## src/rtl/rnscrt_pkg.sv

```systemverilog
package rnscrt_pkg;

    // word field widths
    localparam int RES_W = 8;
    localparam int VAL_W = 24;

    // the three moduli
    localparam int MOD_A = 251;
    localparam int MOD_B = 241;
    localparam int MOD_C = 239;

    // number of register stages from start to done
    localparam int STAGES = 7;

    // 256-entry table of 8-bit entries, indexed by an 8-bit value
    typedef logic [255:0][7:0] tab_t;

    // restoring reduction, only evaluated at elaboration
    function automatic logic [7:0] mod_const(input logic [23:0] x, input int q);
        logic [8:0] r;
        r = '0;
        for (int k = 23; k >= 0; k--) begin
            r = {r[7:0], x[k]};
            if (r >= 9'(q)) begin
                r = r - 9'(q);
            end
        end
        return r[7:0];
    endfunction

    // base^(q-2) mod q by square and multiply
    function automatic logic [7:0] fermat_inv(input int base, input int q);
        logic [7:0] acc;
        logic [7:0] b;
        int         e;
        acc = mod_const(24'd1, q);
        b   = mod_const(24'(base), q);
        e   = q - 2;
        for (int k = 0; k < 8; k++) begin
            if (((e >> k) & 1) != 0) begin
                acc = mod_const({16'd0, acc} * {16'd0, b}, q);
            end
            b = mod_const({16'd0, b} * {16'd0, b}, q);
        end
        return acc;
    endfunction

    // signed 8-bit pattern to its floor residue mod q
    function automatic tab_t build_red_tab(input int q);
        tab_t t;
        int   off;
        off = q - int'(mod_const(24'd128, q));
        for (int i = 0; i < 256; i++) begin
            t[i] = mod_const(24'((i ^ 128) + off), q);
        end
        return t;
    endfunction

    // unsigned 8-bit value mod q
    function automatic tab_t build_mod_tab(input int q);
        tab_t t;
        for (int i = 0; i < 256; i++) begin
            t[i] = mod_const(24'(i), q);
        end
        return t;
    endfunction

    // (i * k) mod q
    function automatic tab_t build_mulmod_tab(input int k, input int q);
        tab_t t;
        for (int i = 0; i < 256; i++) begin
            t[i] = mod_const(24'(i * k), q);
        end
        return t;
    endfunction

    // modular inverses for the mixed-radix digits
    localparam int INV_A_MOD_B  = int'(fermat_inv(int'(mod_const(24'(MOD_A), MOD_B)), MOD_B));
    localparam int INV_AB_MOD_C =
        int'(fermat_inv(int'(mod_const(24'(MOD_A * MOD_B), MOD_C)), MOD_C));

    // lookup tables
    localparam tab_t RED_TAB_A    = build_red_tab(MOD_A);
    localparam tab_t RED_TAB_B    = build_red_tab(MOD_B);
    localparam tab_t RED_TAB_C    = build_red_tab(MOD_C);
    localparam tab_t RA_MOD_B_TAB = build_mod_tab(MOD_B);
    localparam tab_t RA_MOD_C_TAB = build_mod_tab(MOD_C);
    localparam tab_t INV1_TAB     = build_mulmod_tab(INV_A_MOD_B, MOD_B);
    localparam tab_t QA_MOD_C_TAB = build_mulmod_tab(MOD_A, MOD_C);
    localparam tab_t INV2_TAB     = build_mulmod_tab(INV_AB_MOD_C, MOD_C);

    // sized constants for the datapath
    localparam logic [8:0]  QB9      = 9'(MOD_B);
    localparam logic [8:0]  QC9      = 9'(MOD_C);
    localparam logic [15:0] QA16     = 16'(MOD_A);
    localparam logic [23:0] QAB24    = 24'(MOD_A * MOD_B);
    localparam logic [23:0] PROD_ABC = 24'(MOD_A * MOD_B * MOD_C);
    localparam logic [23:0] HALF_ABC = 24'((MOD_A * MOD_B * MOD_C) / 2);
    localparam logic signed [23:0] VAL_MAX = 24'((MOD_A * MOD_B * MOD_C) / 2);
    localparam logic signed [23:0] VAL_MIN =
        24'((MOD_A * MOD_B * MOD_C) / 2 + 1 - MOD_A * MOD_B * MOD_C);

endpackage

```

## src/rtl/rns_three_moduli_crt_reconstruct_unit.sv

```systemverilog
// three-modulus residue to integer reconstruction (mixed-radix crt)
//
// input channel: a word (residue_a, residue_b, residue_c) is taken at every
// rising edge with start high and busy low. busy is always low, so a new
// word may enter on every cycle.
// output channel: each word gives one result on value, shown for exactly one
// cycle with done high. results leave in the order the words came in.
// done rises once the word has passed through every stage of the pipeline.
// throughput: one word per cycle, set by the seven-stage pipeline
// (table lookups, a constant multiply in stages 4 and 6, final balancing).
// value is the rebuilt integer in the balanced range around zero.
// reset: rst_n low clears all stage valid bits at once; words in flight are
// dropped and done stays low until new words reach the end.
// the receiver cannot stall: a result is presented once and not held.
module rns_three_moduli_crt_reconstruct_unit (
    input  logic                                clk,
    input  logic                                rst_n,
    input  logic                                start,
    output logic                                busy,
    input  logic signed [rnscrt_pkg::RES_W-1:0] residue_a,
    input  logic signed [rnscrt_pkg::RES_W-1:0] residue_b,
    input  logic signed [rnscrt_pkg::RES_W-1:0] residue_c,
    output logic                                done,
    output logic signed [rnscrt_pkg::VAL_W-1:0] value
);
    import rnscrt_pkg::*;

    // stage valid bits
    logic [STAGES:1] vld_reg;
    logic [STAGES:1] vld_next;
    logic            accept;

    // stage 1: reduced residues
    logic [7:0] ra1_reg, rb1_reg, rc1_reg;
    logic [7:0] ra1_next, rb1_next, rc1_next;
    // stage 2: first difference
    logic [7:0] ra2_reg, rc2_reg, d1_2_reg, ramc2_reg;
    logic [7:0] d1_2_next, ramc2_next;
    logic [8:0] d1_sum;
    // stage 3: first mixed-radix digit
    logic [7:0] ra3_reg, rc3_reg, ramc3_reg, t1_3_reg;
    logic [7:0] t1_3_next;
    // stage 4: partial value and second difference
    logic [15:0] x1_4_reg, x1_4_next;
    logic [7:0]  d2_4_reg, d2_4_next;
    logic [8:0]  s_sum, d2_sum;
    logic [7:0]  s_mod;
    // stage 5: second mixed-radix digit
    logic [15:0] x1_5_reg;
    logic [7:0]  t2_5_reg, t2_5_next;
    // stage 6: full value
    logic [23:0] x_6_reg, x_6_next;
    // stage 7: balanced result
    logic [23:0] value_reg, value_next;

    // the pipeline never blocks
    assign busy   = 1'b0;
    assign accept = start && !busy;

    // valid bits travel with the data
    assign vld_next = {vld_reg[STAGES-1:1], accept};

    always_ff @(posedge clk or negedge rst_n)
    begin
        if (!rst_n)
        begin
            vld_reg <= '0;
        end
        else
        begin
            vld_reg <= vld_next;
        end
    end

    // stage 1: residue reduction by table
    always_comb
    begin
        ra1_next = RED_TAB_A[$unsigned(residue_a)];
        rb1_next = RED_TAB_B[$unsigned(residue_b)];
        rc1_next = RED_TAB_C[$unsigned(residue_c)];
    end

    // stage 2: (rb - ra) mod b, and ra mod c
    always_comb
    begin
        d1_sum = {1'b0, rb1_reg} + QB9 - {1'b0, RA_MOD_B_TAB[ra1_reg]};
        if (d1_sum >= QB9)
        begin
            d1_sum = d1_sum - QB9;
        end
        d1_2_next  = d1_sum[7:0];
        ramc2_next = RA_MOD_C_TAB[ra1_reg];
    end

    // stage 3: first digit
    assign t1_3_next = INV1_TAB[d1_2_reg];

    // stage 4: x1 = ra + a*t1, and (rc - x1) mod c
    always_comb
    begin
        x1_4_next = {8'd0, ra3_reg} + QA16 * {8'd0, t1_3_reg};
        s_sum     = {1'b0, ramc3_reg} + {1'b0, QA_MOD_C_TAB[t1_3_reg]};
        if (s_sum >= QC9)
        begin
            s_sum = s_sum - QC9;
        end
        s_mod  = s_sum[7:0];
        d2_sum = {1'b0, rc3_reg} + QC9 - {1'b0, s_mod};
        if (d2_sum >= QC9)
        begin
            d2_sum = d2_sum - QC9;
        end
        d2_4_next = d2_sum[7:0];
    end

    // stage 5: second digit
    assign t2_5_next = INV2_TAB[d2_4_reg];

    // stage 6: x = x1 + a*b*t2
    assign x_6_next = {8'd0, x1_5_reg} + QAB24 * {16'd0, t2_5_reg};

    // stage 7: fold the upper half below zero
    always_comb
    begin
        if (x_6_reg > HALF_ABC)
        begin
            value_next = x_6_reg - PROD_ABC;
        end
        else
        begin
            value_next = x_6_reg;
        end
    end

    // datapath registers
    always_ff @(posedge clk)
    begin
        ra1_reg   <= ra1_next;
        rb1_reg   <= rb1_next;
        rc1_reg   <= rc1_next;
        ra2_reg   <= ra1_reg;
        rc2_reg   <= rc1_reg;
        d1_2_reg  <= d1_2_next;
        ramc2_reg <= ramc2_next;
        ra3_reg   <= ra2_reg;
        rc3_reg   <= rc2_reg;
        ramc3_reg <= ramc2_reg;
        t1_3_reg  <= t1_3_next;
        x1_4_reg  <= x1_4_next;
        d2_4_reg  <= d2_4_next;
        x1_5_reg  <= x1_4_reg;
        t2_5_reg  <= t2_5_next;
        x_6_reg   <= x_6_next;
        value_reg <= value_next;
    end

    // result word
    assign done  = vld_reg[STAGES];
    assign value = $signed(value_reg);

    // every accepted word comes out at the end of the pipeline
    a_word_out: assert property (@(posedge clk) disable iff (!rst_n)
        accept |-> ##7 done)
        else $error("accepted word did not reach the output");

    // no result without a matching input word
    a_no_spurious: assert property (@(posedge clk) disable iff (!rst_n)
        done |-> $past(start, 7))
        else $error("result without an accepted word");

    // both differences stay reduced
    a_d1_range: assert property (@(posedge clk) disable iff (!rst_n)
        vld_reg[2] |-> (d1_2_reg < 8'(MOD_B)))
        else $error("first difference not reduced");

    a_d2_range: assert property (@(posedge clk) disable iff (!rst_n)
        vld_reg[4] |-> (d2_4_reg < 8'(MOD_C)))
        else $error("second difference not reduced");

    // result lies in the balanced range
    a_balanced: assert property (@(posedge clk) disable iff (!rst_n)
        done |-> (value <= VAL_MAX && value >= VAL_MIN))
        else $error("result outside balanced range");

endmodule
```

## config.mk

```make
export PLATFORM = sky130hd
export DESIGN_NAME = rns_three_moduli_crt_reconstruct_unit
export DESIGN_NICKNAME = d
export VERILOG_FILES = /design/src/rtl/rnscrt_pkg.sv /design/src/rtl/rns_three_moduli_crt_reconstruct_unit.sv
export SDC_FILE = /design/constraint.sdc
export NUM_CORES = 1
export LEC_CHECK = 0
export BUFFER_PORTS_ARGS = -buffer_cell sky130_fd_sc_hd__buf_4
export CAP_MARGIN = 40
export CORE_MARGIN = 2
export CORE_UTILIZATION = 65
export CTS_BUF_LIST = sky130_fd_sc_hd__clkbuf_4
export DETAILED_ROUTE_END_ITERATION = 6
export GPL_ROUTABILITY_DRIVEN = 0
export GPL_TIMING_DRIVEN = 0
export PLACE_DENSITY_LB_ADDON = 0.3
export SYNTH_ARGS = -nofsm -noshare
export SYNTH_HDL_FRONTEND = slang
export SYNTH_SLANG_ARGS = --single-unit
```

## constraint.sdc

```tcl
create_clock -name clk -period 7.85 [get_ports clk]
set_input_delay 0.3925 -clock clk [delete_from_list [all_inputs] [get_ports clk]]
set_output_delay 0.3925 -clock clk [all_outputs]
set_load 0.02 [all_outputs]
```

; After elaboration in Yosys (flattened, before gate mapping)
; Memory sizes are Yosys's and may differ from the RTL's. A register that Yosys moved wholly into a read port is not among the register bits.
; Index checks and enable logic that the tools add are counted.
[totals]
register_bits = 143
latch_bits = 0
ram_bits = 0
mem_bits_ro = 16384
word_cells = 45
mem_count = 8
[memory_table]
columns = memory, words, word_bits, read_ports, rd_clocked_by_memory_dff, wr, line
row1 = (name not given), 256, 8, 1, 1, 0, rns_three_moduli_crt_reconstruct_unit.sv:117  ; assign t2_5_next = INV2_TAB[d2_4_reg];
row2 = (name not given), 256, 8, 1, 0, 0, rns_three_moduli_crt_reconstruct_unit.sv:102  ; s_sum = {1'b0, ramc3_reg} + {1'b0, QA_MOD_C_TAB[t1_3_reg]};
row3 = (name not given), 256, 8, 1, 1, 0, rns_three_moduli_crt_reconstruct_unit.sv:96  ; assign t1_3_next = INV1_TAB[d1_2_reg];
row4 = (name not given), 256, 8, 1, 1, 0, rns_three_moduli_crt_reconstruct_unit.sv:92  ; ramc2_next = RA_MOD_C_TAB[ra1_reg];
row5 = (name not given), 256, 8, 1, 0, 0, rns_three_moduli_crt_reconstruct_unit.sv:86  ; d1_sum = {1'b0, rb1_reg} + QB9 - {1'b0, RA_MOD_B_TAB[ra1_reg]};
row6 = (name not given), 256, 8, 1, 1, 0, rns_three_moduli_crt_reconstruct_unit.sv:80  ; rc1_next = RED_TAB_C[$unsigned(residue_c)];
row7 = +2 memories, -, -, -, -, -, -
[op_classes]
n_addsub = 11
n_mul = 2
div_mod_pow = 0
n_lt_le_gt_ge = 6
eq_ne = 0
shifts = 0
muxes = 6
n_bitwise = 0
reduce_logical = 0
[op_table]
columns = cell, count
row1 = 8-bit two-way mux, 5
row2 = 9-bit by 8-bit >= comparator with 1-bit output (second input constant), 3
row3 = 16-bit by 24-bit adder with 24-bit output, 1
row4 = 24-bit by 23-bit > comparator with 1-bit output (second input constant), 1
row5 = 16-bit by 8-bit multiplier with 24-bit output (first input constant), 1
row6 = 24-bit two-way mux, 1
row7 = 24-bit subtractor (second input constant), 1
row8 = 8-bit subtractor (second input constant), 3
row9 = 8-bit by 8-bit adder with 9-bit output (second input constant), 2
row10 = 8-bit by 9-bit less-than comparator with 1-bit output (second input constant), 2
row11 = 9-bit by 8-bit subtractor with 9-bit output, 2
row12 = 8-bit by 16-bit adder with 16-bit output, 1
row13 = 8-bit by 8-bit multiplier with 16-bit output (first input constant), 1
row14 = 8-bit by 8-bit adder with 9-bit output, 1

; Logic depth before layout (Yosys ltp)
[depth]
depth_word = 8
depth_mapped = 31
ltp_nobuf = 29

; Least setup slack after synthesis
; No wires, ideal clock.
[synth_path]
path_kind = reg-to-reg
startpoint = register t1_3_reg[1]
endpoint = register d2_4_reg[1]
t_arrival_ns = 6.333
path_slack_ns = 1.396
path_stages_with_launch = 27
n_path_buf = 2
synth_period_minus_slack_ns = 6.454
cell_sequence = dfxtp_1 -> clkbuf_1 -> inv_1 -> ha_1 -> clkbuf_1 -> xor2_1 -> o211a_1 -> a31oi_1 -> o21ai_0 -> mux4_2 -> ha_1 -> o21a_1 -> a221oi_2 -> nand3_1 -> nor3_2 -> or2_1 -> a21oi_1 -> ha_1 -> ha_1 -> inv_1 -> fa_1 -> nor2b_1 -> o31a_1 -> nor4_1 -> a311oi_1 -> o32a_1 -> mux2_2
[synth_via]
elab_chain_len = 8
word_cells_on_any_way = 10
[synth_rtl]
columns = item, line
row1 = start: declaration, rns_three_moduli_crt_reconstruct_unit.sv:41  ; logic [7:0] ra3_reg, rc3_reg, ramc3_reg, t1_3_reg;
row2 = memory 256 x 8 bit *, -
row3 = 8-bit two-way mux (implied by the code) *, rns_three_moduli_crt_reconstruct_unit.sv:102
row4 = 8-bit by 8-bit adder with 9-bit output *, rns_three_moduli_crt_reconstruct_unit.sv:102
row5 = 8-bit subtractor / 9-bit by 8-bit >= comparator with 1-bit output (equally long branches), "rns_three_moduli_crt_reconstruct_unit.sv:105, rns_three_moduli_crt_reconstruct_unit.sv:103"
row6 = 8-bit two-way mux *, rns_three_moduli_crt_reconstruct_unit.sv:103  ; if (s_sum >= QC9)
row7 = 9-bit by 8-bit subtractor with 9-bit output *, rns_three_moduli_crt_reconstruct_unit.sv:108  ; d2_sum = {1'b0, rc3_reg} + QC9 - {1'b0, s_mod};
row8 = 8-bit subtractor / 9-bit by 8-bit >= comparator with 1-bit output (equally long branches), "rns_three_moduli_crt_reconstruct_unit.sv:111, rns_three_moduli_crt_reconstruct_unit.sv:109"
row9 = 8-bit two-way mux *, rns_three_moduli_crt_reconstruct_unit.sv:109  ; if (d2_sum >= QC9)
row10 = net d2_sum[1], rns_three_moduli_crt_reconstruct_unit.sv:46  ; logic [8:0] s_sum, d2_sum;
row11 = end signal: assignment, rns_three_moduli_crt_reconstruct_unit.sv:150  ; d2_4_reg <= d2_4_next;
row12 = end: declaration, rns_three_moduli_crt_reconstruct_unit.sv:45  ; logic [7:0] d2_4_reg, d2_4_next;
; Mark *: on every way through the listed nets, which the timed path passes. The rest lies on a longest branch. The select of a mux whose other input is x is not followed.

; Final worst setup path
[layout_path]
startpoint = register t1_3_reg[4]
endpoint = register d2_4_reg[1]
; The elaborated chain is that of the path after synthesis.

==> out/results.ini <==
[floorplanning]
die_area_um2 = 27500
core-area_um2 = 25800
die_w_um = 166
pin_count = 53
initial_core_util_pct = 65.8
rows = 59
fp.dieH_um = 166

[status]
outcome = complete, but fails checks
violations = DRC

[worst_hold_path]
whs_path_depth = 3
hp-class = in2reg

[grt]
track_usage_pct = 30.9
grt_most_used_layer = met2
antenna_found_initial = 1
overflow = 0
grt_max_degree = 23
grt_pass1_wl_um = 71600
grt_util_met3_pct = 5.78
met1_usage_pct = 36.5
grt_pass1_vias = 15423
grt_use_met2_pct = 53.8

[clock_network]
h-tree-depth = 4
cts_inserted_buffers = 17
ctsLongestPathBuffers = 2
cts_root_buf = clkbuf_4
clkLatencyLatePin_ps = 630
clock_sinks = 191
cts_tree = done
clk_pin_slew_worst_paths_ps = 190
cts_setup_buffers = 0

[finish]
fin_nets = 2453
final_cell_mix = 215 x inv_1, 196 x ha_1, 182 x dfxtp_1, 156 x nand2_1, 155 x a21oi_1
drive_above_1_share_pct = 6.93
area_growth_pct = 7.90
layout_commonest_cell = inv_1

[yosys]
yosys_warnings = 0
synth_ff_type = dfxtp_1
synthMuxAreaShare_pct = 3.28
synth_cell_types = 92
syn-num-nets = 2363
synthArstFlopShare_pct = 3.66
synth_area_leader_cell = dfxtp_1
synth-simple-area-share_pct = 14.3
yosysTopAreaCellShare_pct = 21.7
ys_ff_latch = 191
synth-xor-area-share_pct = 4.84
avgSynthCellArea_um2 = 8.25
synth_top_cells_by_area = dfxtp_1 22%, ha_1 14%, fa_1 9.4%
synthAdderAreaFrac_pct = 23.9
synth-compound-area-share_pct = 23.2
synthCells = 2060
synth_top_family_by_area = adder cells
ys_seq_area_share_pct = 22.7
synth_area_um2 = 17000
synth_edf_count = 0

[drt]
wl_per_cell_um = 17.4
drt_pass1_iterations = 7
wl_um = 43400
drt_iter0_markers = 1937
num_vias = 15800
avgViaCountPerCell = 6.32
drc = 28
ant_nets = 0

[setup_path]
required_ps = 8370
r2r_setup_slack_ps = 380
arrival_ps = 7990
crit_top_cell = ha_1
cp-start-kind = flop
critPathMaxStageDelay_ps = 560
reg2reg_depth = 27
crit_fanout = 10
end_kind = flop
setup.worst_path.class = reg2reg
slowest_stage = dfxtp_1

[sta]
hold_violations = 0
finalSetupViolCount = 0
tns_ps = 0
skew_ps = 29.1
layout_min_cycle_time_ps = 7470
hold_ws_ps = 35.5
rsz0062_at_grt = false
fmax_mhz = 134
drv_slew = 0
period_share_pct = 95.2
slew-limit-headroom_pct = 52.6
worstMarginPinSlew_ps = 711

[job]
maxCapViolCount = 0

[place]
port_buffers = 50
dp_hpwl_um = 32800

what timing repair did:
| item | CTS | global route |
|---|---|---|
| setup endpoints to repair | 0 | 8 |
| hold buffers | 23 | 0 |
| gates resized for setup | 0 | 2 |
| hold endpoints to repair | 28 | 0 |
synth_stat cells, types with 34 or more instances:
cell / count
xnor2_1: 54
nor3_1: 48
nor2b_1: 34
inv_1: 215
nor2_1: 146
fa_1: 80
dfxtp_1: 184
nand2_1: 156
a31oi_1: 35
xor2_1: 40
o21ai_0: 135
a21oi_1: 155
ha_1: 196
clkbuf_1: 74
metal layers:
metal | vias to the layer above | wire length [um]
met5 | - | 0
met4 | 0 | 2300
met3 | 273 | 3810
met2 | 929 | 20600
met1 | 7171 | 16600
li1 | 7427 | -
cell type report:
cell class	instances	area [um2]
Multi-Input combinational cell	1532	11800
Fill cell	2030	7500
Sequential cell	191	3860
Inverter	222	833
Timing Repair Buffer	73	606
Buffer	113	472
Tap cell	335	419
Clock inverter	15	193
Clock buffer	17	128
Antenna cell	1	2.50
worst paths after layout:
kind / start / end
max in group asynchronous: rst_n / vld_reg[5]
setup / recovery: t1_3_reg[4] / d2_4_reg[1]
hold reg to reg: rc2_reg[6] / rc3_reg[6]
setup reg to reg: t1_3_reg[4] / d2_4_reg[1]
min in group asynchronous: rst_n / vld_reg[1]
hold / removal: residue_a[2] / ra1_reg[2]
kinds of logic (layout without fill, tap and decap cells):
| kind of cell | count (synthesis) | count (layout) |
|---|---|---|
| AO/OA/AOI/OAI | 607 | 607 |
| XOR/XNOR | 94 | 94 |
| adder cells (fa/ha/maj) | 277 | 277 |
| buffers and inverters | 337 | 440 |
| flip-flops | 191 | 191 |
| multiplexers | 40 | 40 |
| other | 1 | 2 |
| AND/OR/NAND/NOR | 513 | 513 |
worst max-delay path: cells and delay by family (launching register included):
| kind | cells | cell delay, ps |
|---|---|---|
| multiplexers | 1 | 380 |
| AO/OA/AOI/OAI | 10 | 2090 |
| XOR/XNOR | 1 | 390 |
| flip-flops | 1 | 560 |
| adder cells (fa/ha/maj) | 5 | 1530 |
| buffers and inverters | 5 | 1390 |
| AND/OR/NAND/NOR | 5 | 1040 |
per-stage QoR:
step / worst slack [ps] / cells / area [um2] / util [%]
after floorplan: 1400 / 2060 / 17000 / -
after global placement: 344 / 2445 / 17800 / 68.9
after detailed placement: 21.7 / 2445 / 17800 / 68.9
after CTS: 9.96 / 2500 / 18300 / 71.0
after global routing: 2.23 / 2499 / 18300 / 71.0
final: 378 / 2499 / 18300 / 71.0
Power is left out: the tool's default activity adds up to more than one toggle a clock period on the data nets, which glitch-free logic cannot reach.
